**config.mk**
```make
export PLATFORM = sky130hd
export DESIGN_NAME = compass_dead_reckoning_accumulator_core_flat
export DESIGN_NICKNAME = d
export VERILOG_FILES = /design/src/hdl/cdra_pkg.sv /design/src/hdl/cdra_if.sv /design/src/hdl/cdra_mul.sv /design/src/hdl/cdra_rotator.sv /design/src/hdl/cdra_finish.sv /design/src/hdl/compass_dead_reckoning_accumulator_core.sv /design/src/flat_wrapper.sv
export SDC_FILE = /design/constraint.sdc
export NUM_CORES = 2
export LEC_CHECK = 0
export BUFFER_PORTS_ARGS = -buffer_cell sky130_fd_sc_hd__buf_2
export CORE_MARGIN = 5
export CORE_UTILIZATION = 30
export DETAILED_ROUTE_END_ITERATION = 8
export SYNTH_ARGS = -nofsm -noshare
export SYNTH_HDL_FRONTEND = slang
export SYNTH_HIERARCHICAL = 1
export SYNTH_SLANG_ARGS = --single-unit
```
**constraint.sdc**
```tcl
create_clock -name clk_i -period 28.9 [get_ports clk_i]
set_input_delay 4.335 -clock clk_i [delete_from_list [all_inputs] [get_ports clk_i]]
set_output_delay 4.335 -clock clk_i [all_outputs]
set_load 0.01 [all_outputs]
```
**src/hdl/cdra_pkg.sv**
```systemverilog
// ----------------------------------------------------------------------------
// cdra_pkg
// Types, constants and the arctangent table shared by the dead-reckoning
// accumulator modules.
// ----------------------------------------------------------------------------
package cdra_pkg;

  // field widths
  localparam int unsigned BEARING_W = 16;
  localparam int unsigned DIST_W    = 24;
  localparam int unsigned STEP_W    = 25;
  localparam int unsigned POS_W     = 32;
  localparam int unsigned THR_W     = 8;

  // shared multiplier
  localparam int unsigned MUL_W  = 32;
  localparam int unsigned PROD_W = 2 * MUL_W;

  // cordic datapath: vector Q40.24 trimmed to what it can reach, angle 32-bit binary
  localparam int unsigned CX_W   = 44;
  localparam int unsigned CZ_W   = 34;
  localparam int unsigned ANG_W  = 32;
  localparam int unsigned X0_W   = 40;
  localparam int unsigned IDX_W  = 5;
  localparam int unsigned RND_W  = 29;

  // bearing to binary angle: 2^32 = 36000 * 119304 + 23296
  localparam logic [BEARING_W-1:0] BEARING_WRAP = 16'd36000;
  localparam logic [MUL_W-1:0]     ANG_QUOT     = 32'd119304;
  localparam logic [MUL_W-1:0]     ANG_REM      = 32'd23296;
  localparam int unsigned          REM_W        = 30;
  localparam logic [REM_W-1:0]     HALF_DIV     = 30'd18000;
  // floor(m / 36000) = (m * ceil(2^46 / 36000)) >> 46, exact for m < 2^30
  localparam logic [MUL_W-1:0]     DIV_RECIP    = 32'd1954687339;
  localparam int unsigned          RECIP_SHIFT  = 46;
  localparam int unsigned          QUOT_W       = 15;

  // cordic gain limit, Q30
  localparam logic [MUL_W-1:0] GAIN_Q30   = 32'd652032874;
  localparam int unsigned      GAIN_SHIFT = 14;

  // quadrant fold and result shaping
  localparam logic [ANG_W-1:0]        QUARTER_TURN = 32'h4000_0000;
  localparam logic signed [CX_W:0]    ROUND_BIAS   = 45'sd32768;
  localparam int unsigned             ROUND_SHIFT  = 16;
  localparam logic signed [RND_W-1:0] STEP_LIMIT   = 29'sd16777215;
  localparam logic [THR_W-1:0]        THR_RESET    = 8'd1;

  // sequencer states
  typedef enum logic [3:0] {
    ST_IDLE,
    ST_MUL_BQ,
    ST_MUL_BR,
    ST_REM_ADD,
    ST_MUL_Q,
    ST_ANGLE,
    ST_LOAD,
    ST_ROTATE,
    ST_ROUND,
    ST_UPDATE
  } cdra_state_e;

  // rotator control from the sequencer
  typedef struct packed {
    logic load;
    logic step;
  } cdra_rot_ctrl_t;

  // arctangent of 2^-i in binary angle units
  function automatic logic [ANG_W-1:0] cdra_atan(input logic [IDX_W-1:0] idx);
    logic [ANG_W-1:0] a;
    case (idx)
      5'd0:    a = 32'h2000_0000;
      5'd1:    a = 32'h12E4_051E;
      5'd2:    a = 32'h09FB_385B;
      5'd3:    a = 32'h0511_11D4;
      5'd4:    a = 32'h028B_0D43;
      5'd5:    a = 32'h0145_D7E1;
      5'd6:    a = 32'h00A2_F61E;
      5'd7:    a = 32'h0051_7C55;
      5'd8:    a = 32'h0028_BE53;
      5'd9:    a = 32'h0014_5F2F;
      5'd10:   a = 32'h000A_2F98;
      5'd11:   a = 32'h0005_17CC;
      5'd12:   a = 32'h0002_8BE6;
      5'd13:   a = 32'h0001_45F3;
      5'd14:   a = 32'h0000_A2FA;
      5'd15:   a = 32'h0000_517D;
      5'd16:   a = 32'h0000_28BE;
      5'd17:   a = 32'h0000_145F;
      5'd18:   a = 32'h0000_0A30;
      5'd19:   a = 32'h0000_0518;
      5'd20:   a = 32'h0000_028C;
      5'd21:   a = 32'h0000_0146;
      5'd22:   a = 32'h0000_00A3;
      5'd23:   a = 32'h0000_0051;
      5'd24:   a = 32'h0000_0029;
      5'd25:   a = 32'h0000_0014;
      5'd26:   a = 32'h0000_000A;
      5'd27:   a = 32'h0000_0005;
      5'd28:   a = 32'h0000_0003;
      5'd29:   a = 32'h0000_0001;
      5'd30:   a = 32'h0000_0001;
      default: a = 32'h0000_0000;
    endcase
    return a;
  endfunction

endpackage

```
**src/hdl/cdra_if.sv**
```systemverilog
// ----------------------------------------------------------------------------
// cdra channel interfaces
// Valid/ready channels for movements, results and the threshold register.
// ----------------------------------------------------------------------------

// movement channel
interface cdra_in_if;
  logic        valid;
  logic        ready;
  logic [15:0] bearing;
  logic [23:0] distance;

  modport source (output valid, output bearing, output distance, input ready);
  modport sink   (input valid, input bearing, input distance, output ready);
endinterface

// result channel
interface cdra_out_if;
  logic               valid;
  logic               ready;
  logic signed [24:0] step_x;
  logic signed [24:0] step_y;
  logic signed [31:0] pos_x_out;
  logic signed [31:0] pos_y_out;

  modport source (output valid, output step_x, output step_y, output pos_x_out,
                  output pos_y_out, input ready);
  modport sink   (input valid, input step_x, input step_y, input pos_x_out,
                  input pos_y_out, output ready);
endinterface

// threshold register write channel
interface cdra_cfg_if;
  logic       valid;
  logic       ready;
  logic [7:0] snap_threshold;

  modport source (output valid, output snap_threshold, input ready);
  modport sink   (input valid, input snap_threshold, output ready);
endinterface

```
**src/hdl/cdra_mul.sv**
```systemverilog
// ----------------------------------------------------------------------------
// cdra_mul
// Shared 32x32 unsigned multiplier with a registered product.
// ----------------------------------------------------------------------------
module cdra_mul (
  input  logic                        clk_i,
  input  logic [cdra_pkg::MUL_W-1:0]  a_i,
  input  logic [cdra_pkg::MUL_W-1:0]  b_i,
  output logic [cdra_pkg::PROD_W-1:0] p_o
);
  import cdra_pkg::*;

  logic [PROD_W-1:0] p_q;

  // product register
  always_ff @(posedge clk_i) begin
    p_q <= PROD_W'(a_i) * PROD_W'(b_i);
  end

  assign p_o = p_q;

endmodule

```
**src/hdl/cdra_rotator.sv**
```systemverilog
// ----------------------------------------------------------------------------
// cdra_rotator
// CORDIC vector registers with one shared shift-add micro-rotation per cycle.
// ----------------------------------------------------------------------------
module cdra_rotator (
  input  logic                              clk_i,
  input  cdra_pkg::cdra_rot_ctrl_t          ctrl_i,
  input  logic [cdra_pkg::IDX_W-1:0]        idx_i,
  input  logic signed [cdra_pkg::CX_W-1:0]  x0_i,
  input  logic signed [cdra_pkg::CZ_W-1:0]  z0_i,
  output logic signed [cdra_pkg::CX_W-1:0]  x_o,
  output logic signed [cdra_pkg::CX_W-1:0]  y_o
);
  import cdra_pkg::*;

  logic signed [CX_W-1:0] x_q, x_d, y_q, y_d;
  logic signed [CZ_W-1:0] z_q, z_d;
  logic signed [CX_W-1:0] xs, ys;
  logic signed [CZ_W-1:0] atan_ext;

  // start vector load, or one micro-rotation toward z = 0
  always_comb begin
    xs       = x_q >>> idx_i;
    ys       = y_q >>> idx_i;
    atan_ext = $signed({{(CZ_W-ANG_W){1'b0}}, cdra_atan(idx_i)});
    x_d      = x_q;
    y_d      = y_q;
    z_d      = z_q;
    if (ctrl_i.load) begin
      x_d = x0_i;
      y_d = '0;
      z_d = z0_i;
    end else if (ctrl_i.step) begin
      if (!z_q[CZ_W-1]) begin
        x_d = x_q - ys;
        y_d = y_q + xs;
        z_d = z_q - atan_ext;
      end else begin
        x_d = x_q + ys;
        y_d = y_q - xs;
        z_d = z_q + atan_ext;
      end
    end
  end

  // vector registers
  always_ff @(posedge clk_i) begin
    x_q <= x_d;
    y_q <= y_d;
    z_q <= z_d;
  end

  assign x_o = x_q;
  assign y_o = y_q;

endmodule

```
**src/hdl/cdra_finish.sv**
```systemverilog
// ----------------------------------------------------------------------------
// cdra_finish
// Rounds one CORDIC component to Q16.8, undoes the quadrant fold, clamps the
// step and snaps small magnitudes to zero.
// ----------------------------------------------------------------------------
module cdra_finish (
  input  logic signed [cdra_pkg::CX_W-1:0]   v_i,
  input  logic                               flip_i,
  input  logic [cdra_pkg::THR_W-1:0]         thr_i,
  output logic signed [cdra_pkg::STEP_W-1:0] step_o
);
  import cdra_pkg::*;

  logic signed [CX_W:0]    rnd;
  logic signed [CX_W:0]    rnd_sh;
  logic signed [RND_W-1:0] c, c_neg, c_clamp, mag;

  always_comb begin
    // round half up, then drop 16 fraction bits
    rnd    = $signed({v_i[CX_W-1], v_i}) + ROUND_BIAS;
    rnd_sh = rnd >>> ROUND_SHIFT;
    c      = rnd_sh[RND_W-1:0];
    c_neg  = flip_i ? -c : c;
    // clamp to the step range
    if (c_neg < -STEP_LIMIT) begin
      c_clamp = -STEP_LIMIT;
    end else if (c_neg > STEP_LIMIT) begin
      c_clamp = STEP_LIMIT;
    end else begin
      c_clamp = c_neg;
    end
    // snap on magnitude
    mag = c_clamp[RND_W-1] ? -c_clamp : c_clamp;
    if (mag <= $signed({{(RND_W-THR_W){1'b0}}, thr_i})) begin
      step_o = '0;
    end else begin
      step_o = c_clamp[STEP_W-1:0];
    end
  end

endmodule

```
**src/hdl/compass_dead_reckoning_accumulator_core.sv**
```systemverilog
// ----------------------------------------------------------------------------
// compass_dead_reckoning_accumulator_core
// Dead-reckoning tracker: bearing and distance to a rectangular step through
// a CORDIC rotation, added to saturating Q24.8 position accumulators.
// ----------------------------------------------------------------------------
// Each movement passes from its input transfer through the setup states,
// the rotation and the round and update states to a valid result; a new
// movement is accepted only in the idle state, entered as the result is
// registered. The setup states MUL_BQ, MUL_BR, REM_ADD, MUL_Q, ANGLE and
// LOAD prepare the angle and start vector through one shared 32x32
// multiplier (bearing to binary angle by reciprocal multiplication, distance
// times the CORDIC gain), one micro-rotation per cycle follows on the
// shared shift-add unit, and the round and update states round, snap and
// accumulate. A finished result waits in the output register while the next
// movement is taken in; the next result is held in the update step until
// that one is transferred. The threshold register resets to 1 and is
// written through its own channel, which is always ready.
module compass_dead_reckoning_accumulator_core #(
  parameter int unsigned CORDIC_STAGES = 16
) (
  input  logic             clk_i,
  input  logic             rst_ni,
  cdra_in_if.sink          in_i,
  cdra_out_if.source       out_o,
  cdra_cfg_if.sink         cfg_i
);
  import cdra_pkg::*;

  cdra_state_e state_q, state_d;

  logic [THR_W-1:0]      thr_q;
  logic [BEARING_W-1:0]  b_q;
  logic [DIST_W-1:0]     r_q;
  logic [ANG_W-1:0]      bq_q;
  logic [REM_W-1:0]      rem_q;
  logic                  flip_q;
  logic signed [CZ_W-1:0] z0_q;
  logic [IDX_W-1:0]      idx_q;
  logic signed [STEP_W-1:0] sx_q, sy_q;
  logic signed [POS_W-1:0]  pos_x_q, pos_y_q;
  logic                  out_valid_q;
  logic signed [STEP_W-1:0] out_sx_q, out_sy_q;

  logic [MUL_W-1:0]      mul_a, mul_b;
  logic [PROD_W-1:0]     prod;
  cdra_rot_ctrl_t        rot_ctrl;
  logic signed [CX_W-1:0] rot_x, rot_y, x0;
  logic signed [STEP_W-1:0] fin_x, fin_y;

  logic                  in_xfer;
  logic                  out_load;
  logic [BEARING_W-1:0]  b_wrap;
  logic [ANG_W-1:0]      phi, phi_adj, phi_quarter;
  logic                  flip;
  logic signed [POS_W:0] sum_x, sum_y;
  logic signed [POS_W-1:0] pos_x_new, pos_y_new;

  assign in_i.ready  = (state_q == ST_IDLE);
  assign in_xfer     = in_i.valid && in_i.ready;
  assign cfg_i.ready = 1'b1;

  // bearing wraps once
  assign b_wrap = (in_i.bearing >= BEARING_WRAP) ? in_i.bearing - BEARING_WRAP
                                                 : in_i.bearing;

  // binary angle and quadrant fold
  assign phi         = bq_q + ANG_W'(prod[RECIP_SHIFT +: QUOT_W]);
  assign phi_quarter = phi + QUARTER_TURN;
  assign flip        = phi_quarter[ANG_W-1];
  assign phi_adj     = {phi[ANG_W-1] ^ flip, phi[ANG_W-2:0]};

  // start vector from the gain product
  assign x0 = $signed({{(CX_W-X0_W){1'b0}}, prod[GAIN_SHIFT +: X0_W]});

  // saturating accumulation
  always_comb begin
    sum_x = $signed({pos_x_q[POS_W-1], pos_x_q})
          + $signed({{(POS_W+1-STEP_W){sx_q[STEP_W-1]}}, sx_q});
    sum_y = $signed({pos_y_q[POS_W-1], pos_y_q})
          + $signed({{(POS_W+1-STEP_W){sy_q[STEP_W-1]}}, sy_q});
    if (sum_x[POS_W] != sum_x[POS_W-1]) begin
      pos_x_new = sum_x[POS_W] ? {1'b1, {(POS_W-1){1'b0}}} : {1'b0, {(POS_W-1){1'b1}}};
    end else begin
      pos_x_new = sum_x[POS_W-1:0];
    end
    if (sum_y[POS_W] != sum_y[POS_W-1]) begin
      pos_y_new = sum_y[POS_W] ? {1'b1, {(POS_W-1){1'b0}}} : {1'b0, {(POS_W-1){1'b1}}};
    end else begin
      pos_y_new = sum_y[POS_W-1:0];
    end
  end

  // sequencer next state and unit control
  always_comb begin
    state_d  = state_q;
    mul_a    = '0;
    mul_b    = '0;
    rot_ctrl = '0;
    out_load = 1'b0;
    case (state_q)
      ST_IDLE: begin
        if (in_xfer) state_d = ST_MUL_BQ;
      end
      ST_MUL_BQ: begin
        mul_a   = MUL_W'(b_q);
        mul_b   = ANG_QUOT;
        state_d = ST_MUL_BR;
      end
      ST_MUL_BR: begin
        mul_a   = MUL_W'(b_q);
        mul_b   = ANG_REM;
        state_d = ST_REM_ADD;
      end
      ST_REM_ADD: begin
        state_d = ST_MUL_Q;
      end
      ST_MUL_Q: begin
        mul_a   = MUL_W'(rem_q);
        mul_b   = DIV_RECIP;
        state_d = ST_ANGLE;
      end
      ST_ANGLE: begin
        mul_a   = MUL_W'(r_q);
        mul_b   = GAIN_Q30;
        state_d = ST_LOAD;
      end
      ST_LOAD: begin
        rot_ctrl.load = 1'b1;
        state_d       = ST_ROTATE;
      end
      ST_ROTATE: begin
        rot_ctrl.step = 1'b1;
        if (idx_q == IDX_W'(CORDIC_STAGES - 1)) state_d = ST_ROUND;
      end
      ST_ROUND: begin
        state_d = ST_UPDATE;
      end
      ST_UPDATE: begin
        if (!out_valid_q || out_o.ready) begin
          out_load = 1'b1;
          state_d  = ST_IDLE;
        end
      end
      default: state_d = ST_IDLE;
    endcase
  end

  // state register
  always_ff @(posedge clk_i or negedge rst_ni) begin
    if (!rst_ni) begin
      state_q <= ST_IDLE;
    end else begin
      state_q <= state_d;
    end
  end

  // control registers: threshold, position, output valid, stage index
  always_ff @(posedge clk_i or negedge rst_ni) begin
    if (!rst_ni) begin
      thr_q       <= THR_RESET;
      pos_x_q     <= '0;
      pos_y_q     <= '0;
      out_valid_q <= 1'b0;
      idx_q       <= '0;
    end else begin
      if (cfg_i.valid && cfg_i.ready) thr_q <= cfg_i.snap_threshold;
      if (out_load) begin
        pos_x_q     <= pos_x_new;
        pos_y_q     <= pos_y_new;
        out_valid_q <= 1'b1;
      end else if (out_o.ready) begin
        out_valid_q <= 1'b0;
      end
      if (state_q == ST_LOAD) begin
        idx_q <= '0;
      end else if (state_q == ST_ROTATE) begin
        idx_q <= idx_q + IDX_W'(1);
      end
    end
  end

  // datapath registers
  always_ff @(posedge clk_i) begin
    if (in_xfer) begin
      b_q <= b_wrap;
      r_q <= in_i.distance;
    end
    if (state_q == ST_MUL_BR) bq_q <= prod[ANG_W-1:0];
    if (state_q == ST_REM_ADD) rem_q <= prod[REM_W-1:0] + HALF_DIV;
    if (state_q == ST_ANGLE) begin
      flip_q <= flip;
      z0_q   <= $signed({{(CZ_W-ANG_W){phi_adj[ANG_W-1]}}, phi_adj});
    end
    if (state_q == ST_ROUND) begin
      sx_q <= fin_x;
      sy_q <= fin_y;
    end
    if (out_load) begin
      out_sx_q <= sx_q;
      out_sy_q <= sy_q;
    end
  end

  assign out_o.valid     = out_valid_q;
  assign out_o.step_x    = out_sx_q;
  assign out_o.step_y    = out_sy_q;
  assign out_o.pos_x_out = pos_x_q;
  assign out_o.pos_y_out = pos_y_q;

  // shared multiplier
  cdra_mul u_mul (
    .clk_i (clk_i),
    .a_i   (mul_a),
    .b_i   (mul_b),
    .p_o   (prod)
  );

  // shift-add rotation unit
  cdra_rotator u_rotator (
    .clk_i  (clk_i),
    .ctrl_i (rot_ctrl),
    .idx_i  (idx_q),
    .x0_i   (x0),
    .z0_i   (z0_q),
    .x_o    (rot_x),
    .y_o    (rot_y)
  );

  // east from the sine leg, north from the cosine leg
  cdra_finish u_finish_x (
    .v_i    (rot_y),
    .flip_i (flip_q),
    .thr_i  (thr_q),
    .step_o (fin_x)
  );

  cdra_finish u_finish_y (
    .v_i    (rot_x),
    .flip_i (flip_q),
    .thr_i  (thr_q),
    .step_o (fin_y)
  );

  // a movement transfer closes the input until its result is registered
  a_busy_after_xfer: assert property (@(posedge clk_i) disable iff (!rst_ni)
    in_xfer |=> !in_i.ready)
    else $error("input ready right after a movement transfer");

  // the stage index never runs past the configured stage count
  a_idx_bound: assert property (@(posedge clk_i) disable iff (!rst_ni)
    (state_q == ST_ROTATE) |-> (idx_q <= IDX_W'(CORDIC_STAGES - 1)))
    else $error("cordic stage index out of range");

  // a new result appears only out of the update step
  a_result_source: assert property (@(posedge clk_i) disable iff (!rst_ni)
    $rose(out_o.valid) |-> ($past(state_q) == ST_UPDATE))
    else $error("result valid raised outside the update step");

  // position only moves when a result is loaded
  a_pos_hold: assert property (@(posedge clk_i) disable iff (!rst_ni)
    !out_load |=> ($stable(pos_x_q) && $stable(pos_y_q)))
    else $error("position changed without a result");

endmodule

```
**src/flat_wrapper.sv**
```systemverilog
// flat-port wrapper written by rule: the top's interface ports become plain ports
module compass_dead_reckoning_accumulator_core_flat import cdra_pkg::*;
#(
  parameter int unsigned CORDIC_STAGES = 16
)
  (clk_i, rst_ni, in_i_valid, in_i_bearing, in_i_distance, in_i_ready, out_o_valid, out_o_step_x, out_o_step_y, out_o_pos_x_out, out_o_pos_y_out, out_o_ready, cfg_i_valid, cfg_i_snap_threshold, cfg_i_ready);
  cdra_in_if in_i_i ();
  cdra_out_if out_o_i ();
  cdra_cfg_if cfg_i_i ();
  input  logic clk_i;
  input  logic rst_ni;
  input wire logic [$bits(in_i_i.valid)-1:0] in_i_valid;
  input wire logic [$bits(in_i_i.bearing)-1:0] in_i_bearing;
  input wire logic [$bits(in_i_i.distance)-1:0] in_i_distance;
  output wire logic [$bits(in_i_i.ready)-1:0] in_i_ready;
  output wire logic [$bits(out_o_i.valid)-1:0] out_o_valid;
  output wire logic [$bits(out_o_i.step_x)-1:0] out_o_step_x;
  output wire logic [$bits(out_o_i.step_y)-1:0] out_o_step_y;
  output wire logic [$bits(out_o_i.pos_x_out)-1:0] out_o_pos_x_out;
  output wire logic [$bits(out_o_i.pos_y_out)-1:0] out_o_pos_y_out;
  input wire logic [$bits(out_o_i.ready)-1:0] out_o_ready;
  input wire logic [$bits(cfg_i_i.valid)-1:0] cfg_i_valid;
  input wire logic [$bits(cfg_i_i.snap_threshold)-1:0] cfg_i_snap_threshold;
  output wire logic [$bits(cfg_i_i.ready)-1:0] cfg_i_ready;
  assign in_i_i.valid = in_i_valid;
  assign in_i_i.bearing = in_i_bearing;
  assign in_i_i.distance = in_i_distance;
  assign in_i_ready = in_i_i.ready;
  assign out_o_valid = out_o_i.valid;
  assign out_o_step_x = out_o_i.step_x;
  assign out_o_step_y = out_o_i.step_y;
  assign out_o_pos_x_out = out_o_i.pos_x_out;
  assign out_o_pos_y_out = out_o_i.pos_y_out;
  assign out_o_i.ready = out_o_ready;
  assign cfg_i_i.valid = cfg_i_valid;
  assign cfg_i_i.snap_threshold = cfg_i_snap_threshold;
  assign cfg_i_ready = cfg_i_i.ready;
  compass_dead_reckoning_accumulator_core #(.CORDIC_STAGES(CORDIC_STAGES)) u_core (.clk_i(clk_i), .rst_ni(rst_ni), .in_i(in_i_i), .out_o(out_o_i), .cfg_i(cfg_i_i));
endmodule
```
==> results.json <==
{
  "status": "finished, final reports clean",
  "grt_pass1_wl_mm": 419.7,
  "fin_util_pct": 32.46,
  "reg2reg_depth": 32,
  "regArea_sq_mm": 0.01354,
  "io_buffers": 168,
  "ctsLongestPathBuffers": 3,
  "fin_ws_ns": 18.01,
  "rows": 187,
  "core_sq_mm": 0.2588,
  "cts.htree.levels": 2,
  "rr_endpoint": "u_core/u_mul/p_o[59]",
  "drtAntennaViolNets": 0,
  "p_leak_nw": 36.54,
  "cp_top_family": "adder cells",
  "clk_latency_ns": 0.75,
  "grt_pass1_vias": 66810,
  "preCtsSetupSlack_ns": 18.10,
  "tightest_slew_ns": 1.224,
  "r2r-start": "u_core/state_q[1]",
  "critPathRequiredTime_ns": 29.48,
  "overflow": 0,
  "drt-initial-drc-count": 5913,
  "antenna_found_initial": 18,
  "end_kind": "register",
  "cp_data_arrival_time_ns": 11.46,
  "placed_area_sq_mm": 0.08199,
  "rsz0062_at_grt": "no",
  "fmax_ghz": 0.09184,
  "grt.total_usage_pct": 19.90,
  "fin_skew_ns": 0.1168,
  "min_from": "u_core/sx_q[3]",
  "slew_violations": 0,
  "die_area_sq_mm": 0.2695,
  "numCtsBuffers": 58,
  "vias": 65080,
  "clk_pin_slew_ns": 0.07,
  "multi_input_area_sq_mm": 0.05832,
  "rrSetupSlack_ns": 18.01,
  "postSynthCellCount": 8741,
  "yosys_warnings": 6,
  "path_buf_inv": 11,
  "final_cells": 12100,
  "finalSetupViolCount": 0,
  "avgRoutedWirePerCell_um": 22.79,
  "slowest_delay_ns": 0.96,
  "placedCellCount": 11990,
  "min_path_type": "reg2reg",
  "maxCapViolCount": 0,
  "slowest_stage": "o31ai_1",
  "drive_gt1_share_pct": 8.129,
  "hold_violations": 0,
  "n_fill_cell": 26860,
  "die_h_um": 519.1,
  "path_class": "reg2reg",
  "gp_congestion": 0.9561,
  "drc_errors": 0,
  "powerDensity_mw_per_mm2": 127.9,
  "clockRootBuffer": "clkbuf_16",
  "postCtsHoldBufs": 0,
  "fin_nets": 10090,
  "post-route-min-period_ns": 10.89,
  "drtPass1Iterations": 6,
  "cts-resized-gates": 0,
  "cts_setup_buffers": 0,
  "start_util_pct": 30.05,
  "area.growth.synth_to_final_pct": 8.001,
  "cp_max_fo": 48,
  "die_x_um": 519.1,
  "tns_ns": 0,
  "routed_wl_mm": 275.8,
  "cts_tree": "done",
  "clock-sinks": 499,
  "hold_end": "u_core/out_o.step_x[3]",
  "ir_worst_vdd_v": 0.00007707,
  "fin_area_sq_mm": 0.08399,
  "grt_max_degree": 87,
  "syn-cell-area_sq_mm": 0.07777,
  "vias_per_cell": 5.378,
  "hpwl_mm": 211.4,
  "whs_path_depth": 0,
  "min_period_over_period_pct": 37.68,
  "critPathLaunchType": "register",
  "io_pins": 170,
  "timing.slew.headroom_pct": 18.07,
  "avgSynthCellArea_sq_um": 8.897
}
cell type report:
class | count | share of cell area [%]
repair buffers | 291 | 2.103
inverters | 1094 | 4.891
clock inverters | 34 | 0.4454
well taps | 3402 | 5.068
diodes | 3 | 0.008938
flip-flops and latches | 499 | 16.12
multi-input cells | 6703 | 69.43
clock buffers | 76 | 1.929
worst reg2reg max path: cells and delay by family (launching register included):
| family | cells | cell delay, ns |
|---|---|---|
| fa+ha+maj | 9 | 4.09 |
| compound gates | 8 | 2.44 |
| buf+inv | 11 | 2.16 |
| simple gates | 3 | 1.15 |
| flops | 1 | 0.69 |
| xor+xnor | 1 | 0.16 |
where the power goes:
group	internal (mW)	total [mW]	leakage (nW)	switching [mW]
registers	1.15	1.46	4.80	0.311
clock network	0.428	0.768	0.970	0.339
logic	3.29	8.52	30.8	5.23
total	4.87	10.7	36.5	5.88
cells in the final DEF (no fill, tap or decap), drive strengths merged, types with 29 or more instances in the layout:
cell	n
nor2b	53
nor2	459
o21bai	42
o21ai	397
inv	1098
ha	493
or3	30
nor4	45
dfrtp	81
a21o	121
a31oi	66
o211ai	47
o22ai	41
a211oi	74
dfxtp	105
and3	57
nand2	949
o21a	54
fa	901
o31ai	53
a21oi	408
mux2	76
mux2i	130
mux4	77
edfxtp	312
conb	52
clkbuf	76
nand4	99
nand3	148
nor3b	29
xor2	203
and2	634
nand2b	58
buf	291
nor3	125
xnor2	301
a22o	29
routing by layer:
| layer | GRT usage (%) | share of wire [%] | vias to the layer above |
|---|---|---|---|
| met5 | 0 | 0.0047 | - |
| met4 | 8.271 | 4.8 | 2 |
| met3 | 3.103 | 6.5 | 537 |
| met2 | 33.15 | 47 | 2567 |
| met1 | 25.72 | 42 | 32700 |
| li1 | - | - | 29270 |
flip-flops by register name (all words and copies together), names as in the netlist, 4 cells and up:
signal / cells
u_core/r_q: 24
u_core/sx_q: 25
u_core/sy_q: 25
u_core/out_o.step_x: 25
u_core/u_rotator/y_o: 44
u_core/u_rotator/z_q: 34
u_core/idx_q: 5
u_core/b_q: 16
u_core/rem_q: 30
u_core/out_o.step_y: 25
u_core/bq_q: 32
u_core/u_rotator/x_o: 44
u_core/out_o.pos_x_out: 32
u_core/state_q: 4
u_core/out_o.pos_y_out: 32
u_core/thr_q: 8
u_core/u_mul/p_o: 61
u_core/z0_q: 31
how the worst max path moves through the flow:
stage,from,endpoint,slack [ns],cells after the start
after floorplan,u_core/state_q[3],u_core/u_mul/p_o[54],19.08,34
after global placement,u_core/state_q[0],u_core/u_mul/p_o[51],18.28,32
after detailed placement,u_core/state_q[0],u_core/u_mul/p_o[51],18.10,30
after CTS,u_core/state_q[0],u_core/u_mul/p_o[51],18.02,32
after global routing,u_core/state_q[1],u_core/u_mul/p_o[51],17.47,32
final,u_core/state_q[1],u_core/u_mul/p_o[59],18.01,32
metrics by stage:
| stage | total power [mW] | hold WS [ns] |
|---|---|---|
| floorplan | 7.553 | 0.4037 |
| global placement | 9.659 | 0.4611 |
| detailed placement | 9.776 | 0.4745 |
| CTS | 10.61 | 0.4403 |
| global route | 11.60 | 0.4566 |
| finish | 10.74 | 0.4374 |
(Power assumes the default switching activity.)
